==> config.mk <==
export PLATFORM = sky130hd
export DESIGN_NAME = humidity_temp_frame_check_convert
export DESIGN_NICKNAME = d
export VERILOG_FILES = /design/src/rtl/core/htfc_pkg.sv /design/src/rtl/core/htfc_front.sv /design/src/rtl/core/htfc_queue.sv /design/src/rtl/core/htfc_back.sv /design/src/rtl/core/humidity_temp_frame_check_convert.sv
export VERILOG_INCLUDE_DIRS = /design/src /design/src/rtl/core
export SDC_FILE = /design/constraint.sdc
export NUM_CORES = 1
export LEC_CHECK = 0
export ABC_AREA = 1
export BUFFER_PORTS_ARGS = -buffer_cell sky130_fd_sc_hd__buf_2
export CORE_ASPECT_RATIO = 1.5
export CORE_MARGIN = 2
export CORE_UTILIZATION = 61
export DETAILED_ROUTE_END_ITERATION = 12
export GPL_ROUTABILITY_DRIVEN = 0
export PLACE_DENSITY = 0.88
export REMOVE_ABC_BUFFERS = 1
export SLEW_MARGIN = 10
export SYNTH_ARGS = -nofsm -noshare
export SYNTH_HDL_FRONTEND = slang
export SYNTH_HIERARCHICAL = 1
export SYNTH_SLANG_ARGS = --single-unit
==> constraint.sdc <==
create_clock -name clk_i -period 9.48 [get_ports clk_i]
set_input_delay 0.474 -clock clk_i [delete_from_list [all_inputs] [get_ports clk_i]]
set_output_delay 0.474 -clock clk_i [all_outputs]
set_load 0.005 [all_outputs]
==> src/rtl/core/humidity_temp_frame_check_convert_assert.svh <==
// Assertion macros shared by the frame check/convert RTL.
// Needs nothing else; included by the modules that carry checks.
`ifndef HUMIDITY_TEMP_FRAME_CHECK_CONVERT_ASSERT_SVH
`define HUMIDITY_TEMP_FRAME_CHECK_CONVERT_ASSERT_SVH

// same-cycle implication, disabled while reset is asserted
`define HTFC_ASSERT_IMP(lbl, clk, rstn, ante, cons, msg) \
  lbl: assert property (@(posedge clk) disable iff (!(rstn)) (ante) |-> (cons)) \
    else $error(msg);

// next-cycle implication, disabled while reset is asserted
`define HTFC_ASSERT_NXT(lbl, clk, rstn, ante, cons, msg) \
  lbl: assert property (@(posedge clk) disable iff (!(rstn)) (ante) |=> (cons)) \
    else $error(msg);

`endif

==> src/rtl/core/htfc_pkg.sv <==
// Shared types, constants and the CRC-8 byte update for the frame checker.
// No dependencies.
package htfc_pkg;

  localparam int unsigned QUEUE_DEPTH = 2;

  localparam logic KIND_HUMIDITY = 1'b0;
  localparam logic KIND_TEMP     = 1'b1;

  localparam logic [7:0]  CRC_POLY_LOW = 8'h31;   // x^8+x^5+x^4+1, top bit implied
  localparam logic [15:0] STATUS_MASK  = 16'hFFFC;
  localparam logic [15:0] RAW_ON_ERROR = 16'h0001;

  localparam logic [14:0] RH_SCALE = 15'd12500;
  localparam logic [14:0] T_SCALE  = 15'd17572;
  localparam logic signed [15:0] RH_OFFSET = -16'sd600;
  localparam logic signed [15:0] T_OFFSET  = -16'sd4685;

  // checked frame, front to back
  typedef struct packed {
    logic [15:0] raw;
    logic        crc_error;
    logic        kind;
  } frame_t;

  // one byte through the MSB-first CRC-8, no reflection
  function automatic logic [7:0] crc8_byte(input logic [7:0] crc, input logic [7:0] b);
    logic [7:0] c;
    c = crc ^ b;
    for (int i = 0; i < 8; i++) begin
      if (c[7]) begin
        c = {c[6:0], 1'b0} ^ CRC_POLY_LOW;
      end else begin
        c = {c[6:0], 1'b0};
      end
    end
    return c;
  endfunction

endpackage

==> src/rtl/core/htfc_front.sv <==
// Front end: byte framing, kind latch and running CRC-8.
// Uses htfc_pkg; pushes one checked frame per third byte.
module htfc_front (
  input  logic              clk_i,
  input  logic              rst_ni,
  input  logic              byte_valid_i,
  input  logic [7:0]        data_byte_i,
  input  logic              measure_kind_i,
  output logic              push_o,
  output htfc_pkg::frame_t  frame_o
);

  localparam logic [1:0] POS_MSB = 2'd0;
  localparam logic [1:0] POS_LSB = 2'd1;
  localparam logic [1:0] POS_CRC = 2'd2;

  logic [1:0] pos_q, pos_d;
  logic [7:0] crc_q, crc_d;
  logic [7:0] high_q, high_d;
  logic [7:0] low_q, low_d;
  logic       kind_q, kind_d;
  logic       mismatch;

  assign mismatch = (crc_q != data_byte_i);

  always_comb begin
    pos_d  = pos_q;
    crc_d  = crc_q;
    high_d = high_q;
    low_d  = low_q;
    kind_d = kind_q;
    push_o = 1'b0;
    if (byte_valid_i) begin
      case (pos_q)
        POS_LSB: begin
          low_d = data_byte_i;
          crc_d = htfc_pkg::crc8_byte(crc_q, data_byte_i);
          pos_d = POS_CRC;
        end
        POS_CRC: begin
          push_o = 1'b1;
          crc_d  = 8'h00;
          pos_d  = POS_MSB;
        end
        default: begin
          // new frame; the unused code also restarts here
          high_d = data_byte_i;
          kind_d = measure_kind_i;
          crc_d  = htfc_pkg::crc8_byte(8'h00, data_byte_i);
          pos_d  = POS_LSB;
        end
      endcase
    end
  end

  assign frame_o.crc_error = mismatch;
  assign frame_o.raw       = mismatch ? htfc_pkg::RAW_ON_ERROR : {high_q, low_q};
  assign frame_o.kind      = kind_q;

  always_ff @(posedge clk_i or negedge rst_ni) begin
    if (!rst_ni) begin
      pos_q <= POS_MSB;
      crc_q <= 8'h00;
    end else begin
      pos_q <= pos_d;
      crc_q <= crc_d;
    end
  end

  always_ff @(posedge clk_i) begin
    high_q <= high_d;
    low_q  <= low_d;
    kind_q <= kind_d;
  end

endmodule

==> src/rtl/core/htfc_queue.sv <==
// Small register FIFO of checked frames between front and back.
// Uses htfc_pkg and the assertion macro header.
`include "humidity_temp_frame_check_convert_assert.svh"

module htfc_queue #(
  parameter int unsigned DEPTH = htfc_pkg::QUEUE_DEPTH
) (
  input  logic              clk_i,
  input  logic              rst_ni,
  input  logic              push_i,
  input  htfc_pkg::frame_t  push_data_i,
  output logic              full_o,
  input  logic              pop_i,
  output logic              empty_o,
  output htfc_pkg::frame_t  head_o
);

  localparam int unsigned PTR_W = (DEPTH > 1) ? $clog2(DEPTH) : 1;
  localparam int unsigned CNT_W = $clog2(DEPTH + 1);
  localparam logic [PTR_W-1:0] LAST_PTR = PTR_W'(DEPTH - 1);
  localparam logic [CNT_W-1:0] FULL_CNT = CNT_W'(DEPTH);

  htfc_pkg::frame_t  mem_q [DEPTH];
  logic [PTR_W-1:0]  wr_ptr_q, wr_ptr_d;
  logic [PTR_W-1:0]  rd_ptr_q, rd_ptr_d;
  logic [CNT_W-1:0]  count_q, count_d;
  logic              do_push, do_pop;

  assign full_o  = (count_q == FULL_CNT);
  assign empty_o = (count_q == '0);
  assign head_o  = mem_q[rd_ptr_q];
  assign do_push = push_i && !full_o;
  assign do_pop  = pop_i && !empty_o;

  always_comb begin
    wr_ptr_d = wr_ptr_q;
    rd_ptr_d = rd_ptr_q;
    count_d  = count_q;
    if (do_push) begin
      wr_ptr_d = (wr_ptr_q == LAST_PTR) ? '0 : wr_ptr_q + 1'b1;
    end
    if (do_pop) begin
      rd_ptr_d = (rd_ptr_q == LAST_PTR) ? '0 : rd_ptr_q + 1'b1;
    end
    case ({do_push, do_pop})
      2'b10:   count_d = count_q + 1'b1;
      2'b01:   count_d = count_q - 1'b1;
      default: count_d = count_q;
    endcase
  end

  always_ff @(posedge clk_i or negedge rst_ni) begin
    if (!rst_ni) begin
      wr_ptr_q <= '0;
      rd_ptr_q <= '0;
      count_q  <= '0;
    end else begin
      wr_ptr_q <= wr_ptr_d;
      rd_ptr_q <= rd_ptr_d;
      count_q  <= count_d;
    end
  end

  always_ff @(posedge clk_i) begin
    if (do_push) begin
      mem_q[wr_ptr_q] <= push_data_i;
    end
  end

  `HTFC_ASSERT_IMP(a_cnt_bound, clk_i, rst_ni, 1'b1, count_q <= FULL_CNT, "queue overfilled")
  `HTFC_ASSERT_IMP(a_no_drop, clk_i, rst_ni, push_i, !full_o, "push into full queue")
  `HTFC_ASSERT_NXT(a_cnt_up, clk_i, rst_ni, do_push && !do_pop,
                   count_q == $past(count_q) + 1'b1, "count did not follow push")

endmodule

==> src/rtl/core/htfc_back.sv <==
// Back end: scale/offset conversion and the output register.
// Uses htfc_pkg and the assertion macro header.
`include "humidity_temp_frame_check_convert_assert.svh"

module htfc_back (
  input  logic              clk_i,
  input  logic              rst_ni,
  input  logic              avail_i,
  input  htfc_pkg::frame_t  frame_i,
  output logic              pop_o,
  output logic              out_valid_o,
  input  logic              out_ready_i,
  output logic [15:0]       raw_value_o,
  output logic              crc_error_o,
  output logic [14:0]       converted_o,
  output logic              result_kind_o
);

  logic              valid_q, valid_d;
  logic [15:0]       raw_q;
  logic              err_q;
  logic [14:0]       conv_q;
  logic              kind_q;
  logic [15:0]       masked;
  logic [14:0]       scale;
  logic [15:0]       offset;
  logic [30:0]       product;
  logic [15:0]       conv_full;

  assign pop_o   = avail_i && (!valid_q || out_ready_i);
  assign valid_d = pop_o || (valid_q && !out_ready_i);

  // floor(scale * m / 65536) + offset
  assign masked    = frame_i.raw & htfc_pkg::STATUS_MASK;
  assign scale     = (frame_i.kind == htfc_pkg::KIND_TEMP) ? htfc_pkg::T_SCALE
                                                           : htfc_pkg::RH_SCALE;
  assign offset    = (frame_i.kind == htfc_pkg::KIND_TEMP) ? htfc_pkg::T_OFFSET
                                                           : htfc_pkg::RH_OFFSET;
  assign product   = 31'(scale) * 31'(masked);
  assign conv_full = offset + {1'b0, product[30:16]};

  always_ff @(posedge clk_i or negedge rst_ni) begin
    if (!rst_ni) begin
      valid_q <= 1'b0;
    end else begin
      valid_q <= valid_d;
    end
  end

  always_ff @(posedge clk_i) begin
    if (pop_o) begin
      raw_q  <= frame_i.raw;
      err_q  <= frame_i.crc_error;
      conv_q <= conv_full[14:0];
      kind_q <= frame_i.kind;
    end
  end

  assign out_valid_o   = valid_q;
  assign raw_value_o   = raw_q;
  assign crc_error_o   = err_q;
  assign converted_o   = conv_q;
  assign result_kind_o = kind_q;

  `HTFC_ASSERT_IMP(a_err_raw, clk_i, rst_ni, valid_q && err_q,
                   raw_q == htfc_pkg::RAW_ON_ERROR, "error frame raw not forced")
  `HTFC_ASSERT_IMP(a_err_t_offset, clk_i, rst_ni,
                   valid_q && err_q && (kind_q == htfc_pkg::KIND_TEMP),
                   conv_q == htfc_pkg::T_OFFSET[14:0], "error temp not at offset")
  `HTFC_ASSERT_IMP(a_rh_floor, clk_i, rst_ni,
                   valid_q && (kind_q == htfc_pkg::KIND_HUMIDITY),
                   $signed(conv_q) >= $signed(htfc_pkg::RH_OFFSET[14:0]),
                   "humidity below offset")

endmodule

==> src/rtl/core/humidity_temp_frame_check_convert.sv <==
// Top level of the sensor frame checker/converter.
// Uses htfc_pkg, htfc_front, htfc_queue and htfc_back.
//
//  channel   dir  tdata (low bit up)                          tuser
//  s_axis    in   [7:0] data_byte                             measure_kind
//  m_axis    out  [15:0] raw_value, [16] crc_error,           result_kind
//                 [31:17] converted_hundredths (signed)
//
// One byte transfer per cycle is taken while the queue has room; every third
// byte of a frame yields one result transfer through the queue and the output register.
// The byte framing and CRC-8 update are done in the front stage;
// the conversion (one 15x16 multiply plus offset) fills the output register.
// Reset (rst_ni low, async) puts the framer at the MSB with a zero CRC and
// empties the queue and the output register.
// A stalled m_axis side fills the output register and then the queue
// (QUEUE_DEPTH frames); only then does s_axis_tready_o drop.
module humidity_temp_frame_check_convert #(
  parameter int unsigned QUEUE_DEPTH = htfc_pkg::QUEUE_DEPTH
) (
  input  logic        clk_i,
  input  logic        rst_ni,
  input  logic        s_axis_tvalid_i,
  output logic        s_axis_tready_o,
  input  logic [7:0]  s_axis_tdata_i,   // [7:0] data_byte
  input  logic        s_axis_tuser_i,   // [0] measure_kind
  output logic        m_axis_tvalid_o,
  input  logic        m_axis_tready_i,
  output logic [31:0] m_axis_tdata_o,   // [15:0] raw_value, [16] crc_error, [31:17] converted
  output logic        m_axis_tuser_o    // [0] result_kind
);

  htfc_pkg::frame_t front_frame;
  htfc_pkg::frame_t head_frame;
  logic             front_push;
  logic             q_full;
  logic             q_empty;
  logic             back_pop;
  logic             byte_xfer;
  logic [15:0]      raw_value;
  logic             crc_error;
  logic [14:0]      converted;

  // the framer only needs queue room on the checksum byte, but holding off
  // every byte while full keeps the ready path trivial
  assign s_axis_tready_o = !q_full;
  assign byte_xfer       = s_axis_tvalid_i && s_axis_tready_o;

  htfc_front u_front (
    .clk_i          (clk_i),
    .rst_ni         (rst_ni),
    .byte_valid_i   (byte_xfer),
    .data_byte_i    (s_axis_tdata_i),
    .measure_kind_i (s_axis_tuser_i),
    .push_o         (front_push),
    .frame_o        (front_frame)
  );

  htfc_queue #(
    .DEPTH (QUEUE_DEPTH)
  ) u_queue (
    .clk_i       (clk_i),
    .rst_ni      (rst_ni),
    .push_i      (front_push),
    .push_data_i (front_frame),
    .full_o      (q_full),
    .pop_i       (back_pop),
    .empty_o     (q_empty),
    .head_o      (head_frame)
  );

  htfc_back u_back (
    .clk_i         (clk_i),
    .rst_ni        (rst_ni),
    .avail_i       (!q_empty),
    .frame_i       (head_frame),
    .pop_o         (back_pop),
    .out_valid_o   (m_axis_tvalid_o),
    .out_ready_i   (m_axis_tready_i),
    .raw_value_o   (raw_value),
    .crc_error_o   (crc_error),
    .converted_o   (converted),
    .result_kind_o (m_axis_tuser_o)
  );

  assign m_axis_tdata_o = {converted, crc_error, raw_value};

endmodule
==> results of run 1 <==
==> final timing paths <==
check                      cells past startpoint  slack (ns)              from                endpoint
hold / removal                                 1        0.03            rst_ni        u_front/crc_q[6]
hold reg to reg                                0        0.46    u_front/kind_q     u_queue/mem_q[1][0]
setup / recovery                              36        2.09  u_queue/rd_ptr_q  u_back/converted_o[12]
min in group clk_i                             1        0.31    s_axis_tuser_i          u_front/kind_q
max in group asynchronous                      1        9.18            rst_ni        u_front/crc_q[2]
setup reg to reg                              36        2.09  u_queue/rd_ptr_q  u_back/converted_o[12]
==> synth_stat cells, drive strengths merged, types with 4 or more instances <==
master / instances / area [um^2]
dfrtp: 15 / 375.4
nand2: 324 / 1251
clkbuf: 8 / 31.28
buf: 10 / 86.33
nand3: 44 / 225.2
xnor2: 14 / 122.6
nand4: 11 / 68.82
a21oi: 23 / 115.1
nor3: 4 / 41.29
fa: 62 / 1241
xor2: 25 / 234.0
o21ai: 12 / 63.81
nor2: 90 / 380.4
inv: 226 / 848.3
ha: 122 / 1526
edfxtp: 86 / 2582
or2: 4 / 25.02
==> registers in the layout (all words and copies together) (netlist names) <==
| register | cells |
|---|---|
| u_back/raw_value_o | 16 |
| u_front/crc_q | 8 |
| u_queue/count_q | 2 |
| u_back/converted_o | 15 |
| u_queue/wr_ptr_q | 1 |
| u_front/high_q | 8 |
| u_front/low_q | 8 |
| u_front/kind_q | 1 |
| u_queue/mem_q | 36 |
| u_back/out_valid_o | 1 |
| u_queue/rd_ptr_q | 1 |
| u_back/result_kind_o | 1 |
| u_front/pos_q | 2 |
| u_back/crc_error_o | 1 |
==> per-layer routing <==
metal | vias to the layer above | global-route usage, % | routed length [um]
met2 | 297 | 54.73 | 12130
met1 | 3465 | 25.27 | 7050
met3 | 126 | 3.519 | 894
met5 | - | 0 | 0
met4 | 0 | 21.21 | 1704
li1 | 3501 | - | -
==> area by class of cell <==
class | instances | share of cell area, %
multi-input cells | 761 | 54.20
flip-flops and latches | 101 | 29.39
inverters | 226 | 8.430
repair buffers | 50 | 2.561
well taps | 199 | 2.474
clock buffers | 10 | 2.275
clock inverters | 5 | 0.6714
==> metrics by stage <==
stage	util, %	instance area (um^2)	hold slack, ns	setup WS [ns]	cells
after global placement	65.10	9767	0.4046	2.523	1337
final	67.08	10060	0.03341	2.088	1352
after CTS	67.08	10060	0.03595	2.179	1352
after floorplan	-	9253	0.1784	2.410	1088
after detailed placement	65.10	9767	0.4047	2.298	1337
after global routing	67.08	10060	0.05142	1.548	1352
==> logic make-up after synthesis <==
kind of cell	share of synthesized area [%]
AO/OA/AOI/OAI	2.909
XOR/XNOR	3.821
adder cells (fa/ha/maj)	29.66
buffers and inverters	10.35
flip-flops	31.69
other	0.08047
AND/OR/NAND/NOR	21.49
==> critical path, delay by kind of cell (launching register included) <==
kind	cells	cell delay, ns
AOI/OAI and AO/OA	2	0.30
DFF	1	0.34
adders and majority gates	8	3.26
and+or+nand+nor	17	1.99
xor gates and xnor gates	1	0.14
buffers and inverters	8	1.10
==> results.toml, run 1 <==
[synthesis]
syn_inst = 1096
async_flop_share_pct = 14.85
synth_edf_count = 86
ys_warn_count = 6
syn-cell-area_um2 = 9333
synth_flop_cell = "edfxtp_1"
synth_seq_area_share_pct = 31.69
yosysUniqueCellTypes = 40
ys_seq_elements = 101
syn_avg_cell_area_um2 = 8.515

[detailed_routing]
routedWlPerCell_um = 16.11
drt-pass1-iter-count = 8
first_iter_violations = 519
vias_per_cell = 5.465
drc = 0
ant_nets = 0
routed_wl_um = 21780
num_vias = 7389

[min_path]
worstHoldPathType = "input port to async pin"

[worst_setup_path]
cp_max_fo = 36
worstPathRequired_ns = 9.58
critPathArrivalTime_ns = 7.49
critPathCaptureType = "register"
worst-setup-path-type = "register to register"
cp_slowest_stage_delay_ns = 0.55
crit_top_cell = "nand2_1"
cp-start-kind = "register"
cpMaxStageDelayCell = "fa_1"

[floorplanning]
die_y_um = 155.5
start_util_pct = 62.21
dieArea_um2 = 16330
num_rows = 55
io_pins = 48
core_um2 = 15000
fp.dieW_um = 105.0

[timing]
slew_headroom_pct = 29.49
finalHoldViolations = 0
setup_viol = 0
fmax_mhz = 135.3
drv_slew = 0
fin_crit_sh_pct = 77.98
worst_slew_pin_slew_ns = 1.055
rsz0062_at_grt = "no"
skew_ns = 0.007810
finalSetupTns_ns = 0
period_needed_ns = 7.392

[clock_tree]
clk_path_buf_depth = 2
htreeDepth = 3
numCtsBuffers = 9
clkLatencyLatePin_ns = 0.34
cts_sinks = 101
cts_tree = "yes"
cts_hold_buffers = 0
clk_pin_slew_worst_paths_ns = 0.07
post_cts.repair.setup_buffers = 0
root_buffer = "clkbuf_16"
cts_resized = 0

[grt]
first_global_vias = 7922
grt_max_degree = 37
antenna_found_initial = 0
grtUsageTotal_pct = 27.86
grt_overflow = 0
grt_pass1_wl_um = 35400

[layout]
final_common_cell = "nand2_1"
area_growth_syn_to_layout_pct = 7.829
final_cell_mix = "nand2_1 (310), inv_1 (221), ha_1 (122)"
nNetsFinal = 1346
seqCellArea_um2 = 2958
drive_gt1_share_pct = 9.540
multi_input_area_um2 = 5454
fillerInstances = 1161
n_antenna_cell = 0

[placed_design]
hpwlAfterDp_um = 17410
io_buffers = 47

[run]
drv_cap = 0

[outcome]
status = "complete, no violations"
Power of run 1 is left out: the tool's default activity adds up to more than one toggle a clock period on the data nets, which glitch-free logic cannot reach.
==> inputs of run 2 (changes only) <==
clock period = 7.1 ns   (was 9.48 ns; I/O delays follow)
==> run 2 against run 1 <==
Effect of this change:
- the run now ends with design-rule violations left
- die area is the same
- highest routed layer unchanged
- sequential share of layout area shrank 0.48 points
- via count grew 0.38%
- non-clock buffer count grew 12
==> results.toml, run 2 (synthesized netlist as in run 1, its figures left out) <==
[clock_tree]
cts_tree = "yes"
clkLatencyLatePin_ns = 0.36
cts_sinks = 101
htreeDepth = 3
root_buffer = "clkbuf_16"
numCtsBuffers = 9
clk_pin_slew_worst_paths_ns = 0.08
clk_path_buf_depth = 2

[layout]
largest_reg_flops = 36
seqCellArea_um2 = 2959
drive_gt1_share_pct = 11.23
final_common_cell = "nand2_1"
fillerInstances = 1147
regMostFlops = "u_queue/mem_q"
area_growth_syn_to_layout_pct = 9.653
multi_input_area_um2 = 5483
n_antenna_cell = 0
final_cell_mix = "nand2_1 (308), inv_1 (221), ha_1 (122)"
nNetsFinal = 1358

[timing]
period_needed_ns = 6.721
drv_slew = 0
fmax_mhz = 148.8
setup_viol = 0
finalHoldViolations = 0
slew_headroom_pct = 27.44
finalSetupTns_ns = 0
rsz0062_at_grt = "no"
worst_slew_pin_slew_ns = 1.086
skew_ns = 0.01081
fin_crit_sh_pct = 94.66
holdWs_ns = 0.1711

[worst_setup_path]
crit_top_cell = "nand2_1"
critPathArrivalTime_ns = 6.84
worst-setup-path-type = "register to register"
r2r_start = "u_queue/rd_ptr_q"
worstPathRequired_ns = 7.22
crit_buf_inv = 6
path_depth = 32
critPathCaptureType = "register"
path_delay_family = "adder cells"
cp_slowest_stage_delay_ns = 0.56
cpMaxStageDelayCell = "fa_1"
cp_max_fo = 36
startpoint = "u_queue/rd_ptr_q"
cp-start-kind = "register"
worstRegToRegCells = 32

[floorplanning]
core_um2 = 15000
fp.dieW_um = 105.0
io_pins = 48
num_rows = 55
dieArea_um2 = 16330
die_y_um = 155.5
start_util_pct = 62.21

[grt]
antenna_found_initial = 0
grtUsageTotal_pct = 27.44
grt_overflow = 0
grt_max_degree = 37
grt_pass1_wl_um = 34970
first_global_vias = 7772

[detailed_routing]
vias_per_cell = 5.434
drt-pass1-iter-count = 12
ant_nets = 0
routed_wl_um = 21570
num_vias = 7417
drc = 1
first_iter_violations = 402
routedWlPerCell_um = 15.80

[run]
drv_cap = 0

[outcome]
violations = "design-rule violations"
status = "complete, but fails checks"

[min_path]
worstHoldPathType = "input port to register"
holdPathStages = 1
min_from = "s_axis_tuser_i"

[placed_design]
hpwlAfterDp_um = 16960
io_buffers = 47
-- run 2: path summary, 6_finish.rpt --
| path | end | slack [ns] |
|---|---|---|
| worst min register to register | u_queue/mem_q[0][0] | 0.46 |
| min in group asynchronous | u_front/crc_q[3] | 0.44 |
| worst max-delay path | u_back/converted_o[13] | 0.38 |
| worst min-delay path | u_front/kind_q | 0.17 |
| worst max register to register | u_back/converted_o[13] | 0.38 |
| max in group asynchronous | u_queue/rd_ptr_q | 6.36 |
-- run 2: metal layers --
| metal | track usage, % | vias up | routed length [um] | part of all wire (%) |
|---|---|---|---|---|
| li1 | - | 3530 | - | - |
| met1 | 25.45 | 3460 | 7058 | 33 |
| met2 | 53.53 | 306 | 11830 | 55 |
| met3 | 4.147 | 121 | 1042 | 4.8 |
| met4 | 19.37 | 0 | 1646 | 7.6 |
| met5 | 0 | - | 0 | 0 |
-- run 2: area by class of cell --
| type | count | share of cell area (%) |
|---|---|---|
| inverter | 226 | 8.338 |
| clock buffer | 9 | 2.201 |
| multi-input combinational | 761 | 53.58 |
| timing repair buffer | 62 | 3.668 |
| tap | 199 | 2.433 |
| clock inverter | 7 | 0.8681 |
| sequential | 101 | 28.92 |
-- run 2: per-stage QoR --
step	utilization (%)	setup slack, ns	instance area, um^2	std cells
after floorplan	-	0.03048	9253	1088
after global placement	65.49	0.5357	9824	1343
after detailed placement	65.49	0.2841	9824	1343
after CTS	67.65	0.2289	10150	1360
after global routing	68.22	0.009158	10230	1365
final	68.22	0.3791	10230	1365
-- run 2: worst register-to-register path, delay by kind of cell (launching register included) --
| family | cells | cell delay, ns |
|---|---|---|
| AND/OR/NAND/NOR | 15 | 1.47 |
| XOR/XNOR | 1 | 0.26 |
| flip-flops | 1 | 0.42 |
| buffers and inverters | 6 | 0.71 |
| AO/OA/AOI/OAI | 2 | 0.27 |
| adder cells (fa/ha/maj) | 8 | 3.34 |
-- run 2: repair_timing --
action	4_1_cts	5_1_grt
gates resized for setup	0	16
setup buffers	0	5
hold buffers	1	0
setup endpoints to repair	0	8
hold endpoints to repair	15	0
Power of run 2 is left out for the same reason.
==> inputs of run 3 (changes only) <==
clock period = 6.6 ns   (was 7.1 ns; I/O delays follow)
==> run 3 against run 2 <==
Effect of this change:
- the run ends with negative setup slack left
- setup slack got worse by 0.47 ns
- core utilization increased by 3.6 points
- die area unchanged
- count of clock-buffer cells in the layout unchanged
- sequential share of layout area decreased by 1.5 points
- maximum frequency increased by 0.45%
- first-iteration DRC count increased by 69%
- non-clock buffer count increased by 21
- routed wire length increased by 24%
==> results.toml, run 3 (synthesized netlist as in run 1, its figures left out) <==
[clock_tree]
numCtsBuffers = 9
cts_tree = "yes"
clkLatencyLatePin_ns = 0.36
clk_pin_slew_worst_paths_ns = 0.08
root_buffer = "clkbuf_16"
cts_sinks = 101
htreeDepth = 3
clk_path_buf_depth = 2

[layout]
final_common_cell = "nand2_1"
drive_gt1_share_pct = 17.44
area_growth_syn_to_layout_pct = 15.48
fin_area_um2 = 10780
regMostFlops = "u_queue/mem_q"
final_cells = 1386
nNetsFinal = 1379
final_core_util_pct = 71.84
largest_reg_flops = 36
final_cell_mix = "nand2_1 (298), inv_1 (218), ha_1 (104)"
n_antenna_cell = 0

[grt]
grt_overflow = 0
antenna_found_initial = 0
first_global_vias = 7966
grt_pass1_wl_um = 36600
grtUsageTotal_pct = 28.78
grt_max_degree = 36

[detailed_routing]
num_vias = 8138
drt-pass1-iter-count = 9
first_iter_violations = 680
drc = 0
ant_nets = 0
routed_wl_um = 26820
routedWlPerCell_um = 19.35
vias_per_cell = 5.872

[timing]
period_needed_ns = 6.691
finalHoldViolations = 0
fin_crit_sh_pct = 101.4
drv_slew = 0
worst_slew_pin_slew_ns = 1.108
fin_ws_ns = -0.09103
setup_viol = 6
fmax_mhz = 149.5
holdWs_ns = 0.1404
skew_ns = 0.006703
slew_headroom_pct = 25.94

[worst_setup_path]
worstPathRequired_ns = 6.73
cp_slowest_stage_delay_ns = 0.58
critPathArrivalTime_ns = 6.82
crit_buf_inv = 8
critPathCaptureType = "register"
cpMaxStageDelayCell = "fa_1"
worst-setup-path-type = "register to register"
cp-start-kind = "register"
crit_top_cell = "nand2_1"
cp_max_fo = 7
path_delay_family = "adder cells"

[placed_design]
hpwlAfterDp_um = 17300
post_dp_cell_area_um2 = 9935
io_buffers = 47
dp.cells = 1356

[min_path]
worstHoldPathType = "input port to register"

[run]
drv_cap = 0

[floorplanning]
start_util_pct = 62.21
fp.dieW_um = 105.0
num_rows = 55
core_um2 = 15000
io_pins = 48
die_y_um = 155.5
dieArea_um2 = 16330

[outcome]
violations = "negative setup slack"
status = "complete, but fails checks"
-- run 3: cell count changes in the layout (fill, tap and decap cells not counted), moves of 7 or more --
cell / change
nand2_2: +8
ha_1: -18
nand2_1: -10
nor2_2: +7
buf_4: +17
ha_4: +15
nor2_1: -11
-- run 3: path summary, 6_finish.rpt --
check | start | to | slack (ns) | cells past startpoint
worst max-delay path | u_queue/rd_ptr_q | u_back/converted_o[11] | -0.09 | 34
worst min-delay path | s_axis_tuser_i | u_front/kind_q | 0.14 | 1
worst max register to register | u_queue/rd_ptr_q | u_back/converted_o[11] | -0.09 | 34
worst min register to register | u_queue/count_q[1] | u_queue/count_q[1] | 0.50 | 2
max in group asynchronous | rst_ni | u_queue/rd_ptr_q | 5.90 | 2
min in group asynchronous | rst_ni | u_front/pos_q[0] | 0.41 | 2
-- run 3: repair_timing --
| action | in CTS | in global routing |
|---|---|---|
| hold buffers | 1 | 0 |
| setup buffers | 3 | 8 |
| pin swaps | 6 | 27 |
| hold endpoints to repair | 15 | 0 |
| gates resized for setup | 10 | 72 |
| gates cloned | 1 | 1 |
| endpoints found under the setup margin | 7 | 9 |
-- run 3: area by class of cell --
| cell class | instances | area (um^2) |
|---|---|---|
| tap | 199 | 249.0 |
| multi-input combinational | 761 | 5832 |
| timing repair buffer | 83 | 586.8 |
| inverter | 226 | 850.8 |
| fill | 995 | 4224 |
| clock buffer | 9 | 225.2 |
| sequential | 101 | 2959 |
| clock inverter | 7 | 75.07 |
-- run 3: per-stage QoR --
stage               setup slack (ns)  TNS, ns
floorplan                    -0.4695   -3.365
global placement             0.02108        0
detailed placement           -0.2608  -0.8839
CTS                         0.005595        0
global route                 -0.2898   -1.597
finish                      -0.09103  -0.4348
-- run 3: routing by layer --
metal	GRT usage [%]	routed length [um]	up-vias
met5	0	0	-
met4	20.00	2648	0
met3	4.022	1949	234
met2	56.15	13820	601
met1	27.03	8407	3734
li1	-	-	3569
Power of run 3 is left out for the same reason.
